--- src/rtl/bft_pkg.sv ---
// ----------------------------------------------------------------------------
// bft_pkg
// Types, constants and a helper function shared by the two-hash bloom filter.
// ----------------------------------------------------------------------------
package bft_pkg;

   localparam int KEY_W      = 8;
   localparam int HASH_W     = 32;
   localparam int FB_W       = 9;    // filter_bytes register width
   localparam int HE_W       = 2;    // hash_enable register width
   localparam int CSR_ADDR_W = 2;
   localparam int CSR_DATA_W = 9;

   // remainder is taken of hash >> 3, low three bits pick the bit in the byte
   localparam int DVD_W      = HASH_W - 3;
   localparam int DIV_STEPS  = DVD_W;
   localparam int DIV_CNT_W  = $clog2(DIV_STEPS);

   localparam logic [HASH_W-1:0] DJB2_START = 32'd5381;
   localparam logic [HASH_W-1:0] OAAT_START = 32'd0;

   localparam logic [FB_W-1:0] FB_RESET = 9'd8;
   localparam logic [HE_W-1:0] HE_RESET = 2'd3;

   localparam logic [CSR_ADDR_W-1:0] CSR_FILTER_BYTES = 2'd0;
   localparam logic [CSR_ADDR_W-1:0] CSR_HASH_ENABLE  = 2'd1;

   localparam logic KIND_ADD  = 1'b0;
   localparam logic KIND_TEST = 1'b1;

   localparam int HE_DJB2 = 0;
   localparam int HE_OAAT = 1;

   // commands from the controller to the datapath
   typedef struct packed {
      logic hash_step;   // key byte transaction taken
      logic key_end;     // that byte closes the key
      logic finalize;    // finish jenkins mix, arm all-set flag
      logic div_load;    // start remainder of selected hash
      logic div_sel;     // 0 djb2, 1 jenkins
      logic div_step;    // one remainder bit
      logic mem_read;    // read filter byte at remainder
      logic mem_update;  // check bit, set it on add
      logic clear_step;  // zero one filter byte
      logic rsp_load;    // load result register
   } cmd_type;

   // status from the datapath to the controller
   typedef struct packed {
      logic            clear_done;
      logic            div_done;
      logic            kind_test;
      logic            rsp_free;
      logic [HE_W-1:0] hash_en;
   } status_type;

   function automatic logic [HASH_W-1:0] oaat_final(input logic [HASH_W-1:0] h);
      logic [HASH_W-1:0] a;
      logic [HASH_W-1:0] b;
      a = h + (h << 3);
      b = a ^ (a >> 11);
      return b + (b << 15);
   endfunction

endpackage

--- src/rtl/bft_req_if.sv ---
// ----------------------------------------------------------------------------
// bft_req_if
// Key byte channel: valid/ready handshake with kind, key byte and last flag.
// ----------------------------------------------------------------------------
interface bft_req_if;
   logic                       valid;
   logic                       ready;
   logic                       kind;
   logic [bft_pkg::KEY_W-1:0]  key_byte;
   logic                       last;

   modport source (output valid, kind, key_byte, last, input ready);
   modport sink   (input valid, kind, key_byte, last, output ready);
endinterface

--- src/rtl/bft_rsp_if.sv ---
// ----------------------------------------------------------------------------
// bft_rsp_if
// Membership result channel: valid/ready handshake with present flag.
// ----------------------------------------------------------------------------
interface bft_rsp_if;
   logic valid;
   logic ready;
   logic present;

   modport source (output valid, present, input ready);
   modport sink   (input valid, present, output ready);
endinterface

--- src/rtl/bft_csr_if.sv ---
// ----------------------------------------------------------------------------
// bft_csr_if
// Register write channel: valid/ready handshake with register index and data.
// ----------------------------------------------------------------------------
interface bft_csr_if;
   logic                            valid;
   logic                            ready;
   logic [bft_pkg::CSR_ADDR_W-1:0]  addr;
   logic [bft_pkg::CSR_DATA_W-1:0]  data;

   modport source (output valid, addr, data, input ready);
   modport sink   (input valid, addr, data, output ready);
endinterface

--- src/rtl/bft_ctrl.sv ---
// ----------------------------------------------------------------------------
// bft_ctrl
// Controller: sequences the clearing sweep, byte intake, key finalization, the
// remainder pass of each enabled hash, the filter read-modify-write and the result hand-off.
// ----------------------------------------------------------------------------
module bft_ctrl (
   input  logic                 clock,
   input  logic                 reset,
   input  logic                 req_valid,
   input  logic                 req_last,
   output logic                 req_ready,
   input  bft_pkg::status_type  stat,
   output bft_pkg::cmd_type     cmd
);
   import bft_pkg::*;

   typedef enum logic [7:0] {
      ST_CLEAR = 8'b0000_0001,
      ST_IDLE  = 8'b0000_0010,
      ST_FINAL = 8'b0000_0100,
      ST_SEL   = 8'b0000_1000,
      ST_DIV   = 8'b0001_0000,
      ST_RD    = 8'b0010_0000,
      ST_CHK   = 8'b0100_0000,
      ST_DONE  = 8'b1000_0000
   } state_type;

   state_type state_ff, state_in;
   logic      which_ff, which_in;
   logic      accept;

   assign req_ready = (state_ff == ST_IDLE);
   assign accept    = req_valid && req_ready;

   always_comb begin
      state_in = state_ff;
      which_in = which_ff;
      cmd      = '0;
      cmd.div_sel = which_ff;
      unique case (state_ff)
         ST_CLEAR: begin
            cmd.clear_step = 1'b1;
            if (stat.clear_done) begin
               state_in = ST_IDLE;
            end
         end
         ST_IDLE: begin
            cmd.hash_step = accept;
            cmd.key_end   = accept && req_last;
            if (accept && req_last) begin
               state_in = ST_FINAL;
            end
         end
         ST_FINAL: begin
            cmd.finalize = 1'b1;
            which_in     = 1'b0;
            state_in     = ST_SEL;
         end
         ST_SEL: begin
            if (!which_ff) begin
               if (stat.hash_en[HE_DJB2]) begin
                  cmd.div_load = 1'b1;
                  state_in     = ST_DIV;
               end else begin
                  which_in = 1'b1;
               end
            end else begin
               if (stat.hash_en[HE_OAAT]) begin
                  cmd.div_load = 1'b1;
                  state_in     = ST_DIV;
               end else begin
                  state_in = ST_DONE;
               end
            end
         end
         ST_DIV: begin
            cmd.div_step = 1'b1;
            if (stat.div_done) begin
               state_in = ST_RD;
            end
         end
         ST_RD: begin
            cmd.mem_read = 1'b1;
            state_in     = ST_CHK;
         end
         ST_CHK: begin
            cmd.mem_update = 1'b1;
            if (!which_ff) begin
               which_in = 1'b1;
               state_in = ST_SEL;
            end else begin
               state_in = ST_DONE;
            end
         end
         ST_DONE: begin
            if (!stat.kind_test) begin
               state_in = ST_IDLE;
            end else if (stat.rsp_free) begin
               cmd.rsp_load = 1'b1;
               state_in     = ST_IDLE;
            end
         end
         default: begin
            state_in = ST_CLEAR;
         end
      endcase
   end

   always_ff @(posedge clock) begin
      if (reset) begin
         state_ff <= ST_CLEAR;
         which_ff <= 1'b0;
      end else begin
         state_ff <= state_in;
         which_ff <= which_in;
      end
   end

endmodule

--- src/rtl/bft_dpath.sv ---
// ----------------------------------------------------------------------------
// bft_dpath
// Datapath: hash accumulators, config registers, bit-serial remainder unit,
// filter byte memory and the result register.
// ----------------------------------------------------------------------------
module bft_dpath #(
   parameter int MAX_FILTER_BYTES = 256
) (
   input  logic                              clock,
   input  logic                              reset,
   input  bft_pkg::cmd_type                  cmd,
   output bft_pkg::status_type               stat,
   input  logic                              req_kind,
   input  logic [bft_pkg::KEY_W-1:0]         req_key_byte,
   input  logic                              csr_we,
   input  logic [bft_pkg::CSR_ADDR_W-1:0]    csr_addr,
   input  logic [bft_pkg::CSR_DATA_W-1:0]    csr_data,
   input  logic                              rsp_ready,
   output logic                              rsp_valid,
   output logic                              rsp_present
);
   import bft_pkg::*;

   localparam int ADDR_W = (MAX_FILTER_BYTES > 1) ? $clog2(MAX_FILTER_BYTES) : 1;
   localparam int NCap   = (MAX_FILTER_BYTES > 511) ? 511 : MAX_FILTER_BYTES;
   localparam logic [FB_W-1:0]   N_CAP    = FB_W'(NCap);
   localparam logic [ADDR_W-1:0] LAST_ADR = ADDR_W'(MAX_FILTER_BYTES - 1);

   // config
   logic [FB_W-1:0] fb_ff;
   logic [HE_W-1:0] he_ff;
   logic [FB_W-1:0] fb_eff;

   // hashing
   logic [HASH_W-1:0] djb2_ff, oaat_ff;
   logic [HASH_W-1:0] h1_ff, h2_ff;
   logic [HASH_W-1:0] sx_byte, djb2_nx, oaat_a, oaat_b, oaat_nx;
   logic [HASH_W-1:0] div_src;
   logic              kind_ff;
   logic              all_set_ff;

   // remainder unit
   logic [DVD_W-1:0]     dvd_ff;
   logic [FB_W-1:0]      rem_ff;
   logic [DIV_CNT_W-1:0] cnt_ff;
   logic [2:0]           bit_idx_ff;
   logic [FB_W:0]        trial, rem_nx;

   // filter store
   logic [KEY_W-1:0]  mem [MAX_FILTER_BYTES];
   logic [KEY_W-1:0]  rd_ff;
   logic [ADDR_W-1:0] clr_ff;
   logic [ADDR_W-1:0] addr;
   logic              hit;

   logic rsp_valid_ff, rsp_present_ff;

   assign fb_eff = (fb_ff == '0) ? FB_W'(1) : ((fb_ff > N_CAP) ? N_CAP : fb_ff);

   always_comb begin
      sx_byte = {{(HASH_W-KEY_W){req_key_byte[KEY_W-1]}}, req_key_byte};
      if (req_key_byte == '0) begin
         djb2_nx = djb2_ff;
         oaat_nx = oaat_ff;
         oaat_a  = oaat_ff;
         oaat_b  = oaat_ff;
      end else begin
         djb2_nx = (djb2_ff << 5) + djb2_ff + sx_byte;
         oaat_a  = oaat_ff + sx_byte;
         oaat_b  = oaat_a + (oaat_a << 10);
         oaat_nx = oaat_b ^ (oaat_b >> 6);
      end
   end

   assign div_src = cmd.div_sel ? h2_ff : h1_ff;

   // restoring remainder step, rem stays below the divisor
   always_comb begin
      trial  = {rem_ff, dvd_ff[DVD_W-1]};
      rem_nx = (trial >= {1'b0, fb_eff}) ? (trial - {1'b0, fb_eff}) : trial;
   end

   assign addr = ADDR_W'(rem_ff);
   assign hit  = rd_ff[bit_idx_ff];

   always_ff @(posedge clock) begin
      if (reset) begin
         fb_ff <= FB_RESET;
         he_ff <= HE_RESET;
      end else if (csr_we) begin
         unique case (csr_addr)
            CSR_FILTER_BYTES: fb_ff <= csr_data;
            CSR_HASH_ENABLE:  he_ff <= csr_data[HE_W-1:0];
            default: ;
         endcase
      end
   end

   always_ff @(posedge clock) begin
      if (reset) begin
         djb2_ff <= DJB2_START;
         oaat_ff <= OAAT_START;
      end else if (cmd.hash_step) begin
         if (cmd.key_end) begin
            djb2_ff <= DJB2_START;
            oaat_ff <= OAAT_START;
         end else begin
            djb2_ff <= djb2_nx;
            oaat_ff <= oaat_nx;
         end
      end
   end

   always_ff @(posedge clock) begin
      if (cmd.key_end) begin
         h1_ff   <= djb2_nx;
         h2_ff   <= oaat_nx;
         kind_ff <= req_kind;
      end else if (cmd.finalize) begin
         h2_ff <= oaat_final(h2_ff);
      end
   end

   always_ff @(posedge clock) begin
      if (cmd.finalize) begin
         all_set_ff <= 1'b1;
      end else if (cmd.mem_update && !hit) begin
         all_set_ff <= 1'b0;
      end
   end

   always_ff @(posedge clock) begin
      if (reset) begin
         cnt_ff <= '0;
      end else if (cmd.div_load) begin
         cnt_ff <= DIV_CNT_W'(DIV_STEPS - 1);
      end else if (cmd.div_step) begin
         cnt_ff <= cnt_ff - 1'b1;
      end
   end

   always_ff @(posedge clock) begin
      if (cmd.div_load) begin
         dvd_ff     <= div_src[HASH_W-1:3];
         bit_idx_ff <= div_src[2:0];
         rem_ff     <= '0;
      end else if (cmd.div_step) begin
         dvd_ff <= dvd_ff << 1;
         rem_ff <= rem_nx[FB_W-1:0];
      end
   end

   always_ff @(posedge clock) begin
      if (reset) begin
         clr_ff <= '0;
      end else if (cmd.clear_step) begin
         clr_ff <= clr_ff + 1'b1;
      end
   end

   always_ff @(posedge clock) begin
      if (cmd.clear_step) begin
         mem[clr_ff] <= '0;
      end else if (cmd.mem_update && (kind_ff == KIND_ADD)) begin
         mem[addr] <= rd_ff | (KEY_W'(1) << bit_idx_ff);
      end
   end

   always_ff @(posedge clock) begin
      if (cmd.mem_read) begin
         rd_ff <= mem[addr];
      end
   end

   always_ff @(posedge clock) begin
      if (reset) begin
         rsp_valid_ff <= 1'b0;
      end else if (cmd.rsp_load) begin
         rsp_valid_ff <= 1'b1;
      end else if (rsp_ready) begin
         rsp_valid_ff <= 1'b0;
      end
   end

   always_ff @(posedge clock) begin
      if (cmd.rsp_load) begin
         rsp_present_ff <= all_set_ff;
      end
   end

   assign rsp_valid   = rsp_valid_ff;
   assign rsp_present = rsp_present_ff;

   assign stat.clear_done = (clr_ff == LAST_ADR);
   assign stat.div_done   = (cnt_ff == '0);
   assign stat.kind_test  = (kind_ff == KIND_TEST);
   assign stat.rsp_free   = !rsp_valid_ff || rsp_ready;
   assign stat.hash_en    = he_ff;

endmodule

--- src/rtl/bloom_filter_two_hash_top.sv ---
// ----------------------------------------------------------------------------
// bloom_filter_two_hash_top
// Bloom filter over byte-string keys with djb2 and one-at-a-time hashes.
//
//   channel   dir   handshake          payload
//   req_port  in    valid / ready      kind, key_byte, last
//   rsp_port  out   valid / ready      present (test keys only)
//   csr_port  in    valid / ready      addr, data (ready always high)
//
// A key byte that is not last is taken while ready stays high. A last byte then
// runs finalization and, for each hash, a selection and, if it is enabled, a
// remainder pass, one memory read and one read-modify-write, then the result
// hand-off for a test key; the remainder unit produces one bit per cycle over 29
// bits. After reset the filter store is swept to zero byte by byte, with
// req_port.ready low. A stalled result holds in its output register; the next
// key streams in meanwhile and only its end waits for the slot.
// ----------------------------------------------------------------------------
module bloom_filter_two_hash_top #(
   parameter int MAX_FILTER_BYTES = 256
) (
   input  logic        clock,
   input  logic        reset,
   bft_req_if.sink     req_port,
   bft_rsp_if.source   rsp_port,
   bft_csr_if.sink     csr_port
);
   import bft_pkg::*;

   cmd_type    cmd;
   status_type stat;
   logic       req_ready;
   logic       rsp_valid;
   logic       rsp_present;

   assign csr_port.ready = 1'b1;
   assign req_port.ready = req_ready;
   assign rsp_port.valid   = rsp_valid;
   assign rsp_port.present = rsp_present;

   bft_ctrl u_ctrl (
      .clock     (clock),
      .reset     (reset),
      .req_valid (req_port.valid),
      .req_last  (req_port.last),
      .req_ready (req_ready),
      .stat      (stat),
      .cmd       (cmd)
   );

   bft_dpath #(
      .MAX_FILTER_BYTES (MAX_FILTER_BYTES)
   ) u_dpath (
      .clock        (clock),
      .reset        (reset),
      .cmd          (cmd),
      .stat         (stat),
      .req_kind     (req_port.kind),
      .req_key_byte (req_port.key_byte),
      .csr_we       (csr_port.valid),
      .csr_addr     (csr_port.addr),
      .csr_data     (csr_port.data),
      .rsp_ready    (rsp_port.ready),
      .rsp_valid    (rsp_valid),
      .rsp_present  (rsp_present)
   );

   // key end blocks intake until the filter access is done
   a_key_end_blocks: assert property (@(posedge clock) disable iff (reset)
      (req_port.valid && req_port.ready && req_port.last) |=> !req_port.ready)
      else $error("input ready right after a key end");

   // only test keys produce a result transaction
   a_rsp_only_test: assert property (@(posedge clock) disable iff (reset)
      cmd.rsp_load |-> (stat.kind_test && stat.rsp_free))
      else $error("result loaded for an add key or into a busy slot");

   // memory read follows the final remainder step
   a_read_after_div: assert property (@(posedge clock) disable iff (reset)
      cmd.mem_read |-> $past(cmd.div_step && stat.div_done))
      else $error("filter read without a finished remainder");

   // no intake while the store is being cleared
   a_clear_no_intake: assert property (@(posedge clock) disable iff (reset)
      cmd.clear_step |-> !req_port.ready)
      else $error("input ready during clearing sweep");

endmodule

--- src/flat_wrapper.sv ---
// flat-port wrapper written by rule: the top's interface ports become plain ports
module bloom_filter_two_hash_top_flat import bft_pkg::*;
#(
   parameter int MAX_FILTER_BYTES = 256
)
  (clock, reset, req_port_valid, req_port_kind, req_port_key_byte, req_port_last, req_port_ready, rsp_port_valid, rsp_port_present, rsp_port_ready, csr_port_valid, csr_port_addr, csr_port_data, csr_port_ready);
  bft_req_if req_port_i ();
  bft_rsp_if rsp_port_i ();
  bft_csr_if csr_port_i ();
  input  logic clock;
  input  logic reset;
  input wire logic [$bits(req_port_i.valid)-1:0] req_port_valid;
  input wire logic [$bits(req_port_i.kind)-1:0] req_port_kind;
  input wire logic [$bits(req_port_i.key_byte)-1:0] req_port_key_byte;
  input wire logic [$bits(req_port_i.last)-1:0] req_port_last;
  output wire logic [$bits(req_port_i.ready)-1:0] req_port_ready;
  output wire logic [$bits(rsp_port_i.valid)-1:0] rsp_port_valid;
  output wire logic [$bits(rsp_port_i.present)-1:0] rsp_port_present;
  input wire logic [$bits(rsp_port_i.ready)-1:0] rsp_port_ready;
  input wire logic [$bits(csr_port_i.valid)-1:0] csr_port_valid;
  input wire logic [$bits(csr_port_i.addr)-1:0] csr_port_addr;
  input wire logic [$bits(csr_port_i.data)-1:0] csr_port_data;
  output wire logic [$bits(csr_port_i.ready)-1:0] csr_port_ready;
  assign req_port_i.valid = req_port_valid;
  assign req_port_i.kind = req_port_kind;
  assign req_port_i.key_byte = req_port_key_byte;
  assign req_port_i.last = req_port_last;
  assign req_port_ready = req_port_i.ready;
  assign rsp_port_valid = rsp_port_i.valid;
  assign rsp_port_present = rsp_port_i.present;
  assign rsp_port_i.ready = rsp_port_ready;
  assign csr_port_i.valid = csr_port_valid;
  assign csr_port_i.addr = csr_port_addr;
  assign csr_port_i.data = csr_port_data;
  assign csr_port_ready = csr_port_i.ready;
  bloom_filter_two_hash_top #(.MAX_FILTER_BYTES(MAX_FILTER_BYTES)) u_core (.clock(clock), .reset(reset), .req_port(req_port_i), .rsp_port(rsp_port_i), .csr_port(csr_port_i));
endmodule
--- config.mk ---
export PLATFORM = sky130hd
export DESIGN_NAME = bloom_filter_two_hash_top_flat
export DESIGN_NICKNAME = d
export VERILOG_FILES = /design/src/rtl/bft_pkg.sv /design/src/rtl/bft_req_if.sv /design/src/rtl/bft_rsp_if.sv /design/src/rtl/bft_csr_if.sv /design/src/rtl/bft_ctrl.sv /design/src/rtl/bft_dpath.sv /design/src/rtl/bloom_filter_two_hash_top.sv /design/src/flat_wrapper.sv
export SDC_FILE = /design/constraint.sdc
export NUM_CORES = 2
export LEC_CHECK = 0
export BUFFER_PORTS_ARGS = -buffer_cell sky130_fd_sc_hd__buf_2
export CAP_MARGIN = 20
export CORE_MARGIN = 8
export CORE_UTILIZATION = 30
export CTS_BUF_LIST = sky130_fd_sc_hd__clkbuf_16
export CTS_CLUSTER_DIAMETER = 120
export DETAILED_ROUTE_END_ITERATION = 10
export HOLD_SLACK_MARGIN = 0.12
export PLACE_DENSITY = 0.55
export SYNTH_ARGS = -nofsm -noshare
export SYNTH_HDL_FRONTEND = slang
export SYNTH_SLANG_ARGS = --single-unit
--- constraint.sdc ---
create_clock -name clock -period 13 [get_ports clock]
set_input_delay 2.6 -clock clock [delete_from_list [all_inputs] [get_ports clock]]
set_output_delay 2.6 -clock clock [all_outputs]
set_load 0.05 [all_outputs]
==> out/summary.txt <==
GR met2 Demand/Resource: 22.5%
Worst setup startpoint: req_port_key_byte[7]
DIE AREA: 336,000 um^2
Post-Route Setup TNS: 0 ns
CTS Root Cell: clkbuf_16
RSZ-0062 raised after global routing: no
Register-to-register setup slack: 5.78 ns
Worst path cell trace: buf_4 > ha_1 > a21o_1 > o21ai_2 > o21bai_1 > a21o_1 > xor2_1 > ha_1 > inv_1 > fa_1 > nor2b_1 > o21ai_0 > a21boi_0 > o31a_1 > nand3b_1 > mux2i_1 > o221ai_1 > o311a_1 > o21ai_1 > xor2_1 > xor2_1 > nor2_1 > o22ai_1
Worst Path Max Fanout: 51
Met1 usage: 20.2%
Critical Path Sink Type: register
Port bufs: 28
Hold WS: 0.468 ns
M3 GR Usage: 2.60%
Relative slew slack: 23.7%
Peak supply drop: 0.000140 V
Routed wire per std cell: 25.2 um
Largest net degree at the start of global routing: 201
Final Hold Vio Count: 0
Max Clock Freq: 0.133 GHz
GPL Wtd Cong: 0.809
Synth Cell Area: 95,200 um^2
Crit-path max cell delay: 0.68 ns
Total wire length: 240 mm
Yosys top cell area share: 67.9%
WS Path Type: input pin to register
Reg2reg start: u_core.u_dpath.h2_ff[1]
GRT Max-Usage Layer: met2
Drt first pass iters: 7
Synth area leader: edfxtp_1
Syn. warnings: 0
Initial antenna violation count: 3
EDFF count, synth: 2,154
Place WS: 4.58 ns
Number of fill cells: 29,816
Clock-pin slew on the worst setup and hold paths: 0.06 ns
N_diodes: 0
Detailed-route DRC error count: 0
FP Rows: 207
# Max-Cap Violations: 0
CP max stage cell: buf_4
RR Endpoint: u_core.u_dpath.h2_ff[31]
Die H: 579 um
CP Depth: 23
Initial Util: 30.0%
Core box area: 317,000 um^2
Top post-synthesis cells by area: edfxtp_1 68%, mux4_2 16%, dfxtp_1 2.3%, ha_1 1.9%, nor2_1 1.8%
Share of post-route cells with drive strength above 1: 22.1%
Hold-fix buffers, CTS: 0
Gr usage total: 14.1%
Area growth, synth to finish: 13.1%
1st-iter DRT viols: 4,672
PwrDens: 142 nW/um^2
Min-Delay Path Class: register to register
Count leader, synth: edfxtp_1
Critical path capture point: u_core.u_dpath.h2_ff[22]
Nets: 5,353
Hpwl dp: 146 mm
Startpoint types: input pin
Status: finished, final reports clean
Synth cell types: 90
Final Skew: 0.0525 ns
Yosys reg bits: 2,262
Latest clock arrival within the worst-skew pair: 0.86 ns
Async SR Flop Fraction: 0%
Clock buffer count from CTS: 227
IO Pins: 30
Sink Count: 2,262
R2R cell count: 28
Setup ws final: 5.50 ns
H-tree level count: 4
Slew Viols, Final: 0
Power, Total: 15,300 uW
Post-route ant nets: 0
Via-to-Cell Ratio: 5.08
Post_cts resized: 0
Syn_nets: 5,275
Sequential fraction of the synthesis area: 70.2%
Postcts setup bufs: 0
P_leak: 0.0277 uW
Crit path DAT: 8.07 ns
CP top delay family: compound AO/OA/AOI/OAI gates
Worst EP required: 13.57 ns
Crit path top cell by count: xor2_1
Synth Flop Type: edfxtp_1
CTS tree: done
Max Root-Sink Buffers: 3
Fin crit period: 7.50 ns
Post-synth top cells: 2,154 x edfxtp_1, 682 x mux4_2, 459 x nor2_1
Gr ovfl total: 0
Via count: 48,345
Global-route wire length before repair: 352 mm
Syn_area_per_cell: 18.8 um^2
Final setup vio count: 0
Tcrit/Tclk final: 57.7%
Vias in the first global route: 49,581
Die Wd: 579 um
Mapped Cells: 5,076
Worst path bufs/invs: 2
Slew @ Worst Pin: 1.14 ns
[per-stage QoR]
| stage | util, % | area, um^2 | std cells |
|---|---|---|---|
| global route | 34.0 | 108000 | 9525 |
| floorplan | - | 95200 | 5076 |
| finish | 34.0 | 108000 | 9525 |
| global placement | 31.7 | 100000 | 9104 |
| detailed placement | 31.7 | 100000 | 9104 |
| CTS | 34.0 | 108000 | 9524 |
[registers in the layout, indices dropped and copies added (netlist names)]
signal and flops:
u_core.u_ctrl.state_ff 8, u_core.u_ctrl.which_ff 1, u_core.u_dpath.all_set_ff 1, u_core.u_dpath.bit_idx_ff 3, u_core.u_dpath.clr_ff 8, u_core.u_dpath.cnt_ff 5
u_core.u_dpath.djb2_ff 32, u_core.u_dpath.dvd_ff 29, u_core.u_dpath.fb_ff 9, u_core.u_dpath.h1_ff 32, u_core.u_dpath.h2_ff 32, u_core.u_dpath.he_ff 2
u_core.u_dpath.kind_ff 1, u_core.u_dpath.mem 2048, u_core.u_dpath.oaat_ff 32, u_core.u_dpath.rd_ff 8, u_core.u_dpath.rem_ff 9, u_core.u_dpath.rsp_present 1
u_core.u_dpath.rsp_valid 1
[worst register-to-register path, delay by kind of cell, from the launching register on]
| family | cells | cell delay, ns |
|---|---|---|
| xor gates and xnor gates | 4 | 0.97 |
| adders and majority gates | 3 | 1.12 |
| DFF | 1 | 0.54 |
| and+or+nand+nor | 3 | 0.42 |
| AOI/OAI and AO/OA | 18 | 3.93 |
[worst min path at each step]
| stage | startpoint | endpoint | slack, ns | cells after the start |
|---|---|---|---|---|
| 2_1_floorplan | u_core.u_dpath.all_set_ff | u_core.u_dpath.rsp_present | 0.40 | 0 |
| 3_3_place_gp | u_core.u_dpath.rem_ff[8] | u_core.u_dpath.rem_ff[8] | 0.45 | 2 |
| 3_5_place_dp | u_core.u_dpath.rem_ff[8] | u_core.u_dpath.rem_ff[8] | 0.46 | 2 |
| 4_1_cts | u_core.u_dpath.rem_ff[8] | u_core.u_dpath.rem_ff[8] | 0.47 | 2 |
| 5_1_grt | u_core.u_dpath.rem_ff[8] | u_core.u_dpath.rem_ff[8] | 0.50 | 2 |
| 6_report | u_core.u_dpath.rem_ff[8] | u_core.u_dpath.rem_ff[8] | 0.47 | 2 |
[routing by layer]
metal | up-vias | routed length (um)
li1 | 20760 | -
met1 | 25863 | 108000
met2 | 1444 | 113000
met3 | 278 | 14800
met4 | 0 | 3980
met5 | - | 0
[layout make-up]
cell class	instances	area [um^2]	share of cell area (%)
Tap cell	4180	5230	4.86
Clock buffer	230	5760	5.34
Inverter	58	218	0.202
Multi-Input combinational cell	2498	27300	25.4
Clock inverter	190	1490	1.38
Sequential cell	2262	66900	62.1
Timing Repair Buffer	107	851	0.790
[where the power goes]
group          switching [uW]  total [uW]  internal [uW]
Combinational             636        1010            373
Sequential               36.8        7960           7930
Clock                    2820        6350           3530
[cells by family (layout without fill, tap and decap cells)]
family | count (synthesis) | after routing | share of synthesized area, %
adders and majority gates | 174 | 174 | 2.54
other | 1 | 1 | 0.00394
and+or+nand+nor | 873 | 873 | 3.99
AOI/OAI and AO/OA | 528 | 528 | 3.56
xor gates and xnor gates | 178 | 178 | 1.67
buffers and inverters | 316 | 585 | 1.26
muxes | 744 | 744 | 16.8
DFF | 2262 | 2262 | 70.2
[cell usage in the layout, fill, tap and decap left out, types with 19 or more instances in the layout]
master / synthesis / final
a21oi_1: 158 / 158
fa_1: 32 / 32
dfxtp_1: 108 / 101
inv_1: 57 / 115
nand2b_1: 27 / 27
mux4_2: 682 / 682
a22oi_1: 28 / 28
clkinv_2: 0 / 39
ha_1: 141 / 141
nor3_1: 30 / 30
o21ai_0: 121 / 120
clkbuf_16: 0 / 230
buf_2: 6 / 26
buf_4: 1 / 72
edfxtp_1: 2154 / 2154
nand2_1: 206 / 189
mux2i_1: 55 / 55
clkinv_1: 1 / 49
nor2_1: 459 / 449
xor2_1: 76 / 76
a21o_1: 59 / 59
o21bai_1: 19 / 19
xnor2_1: 99 / 99
nand3_1: 33 / 33
Note: power is estimated with default switching activity, not from simulation.
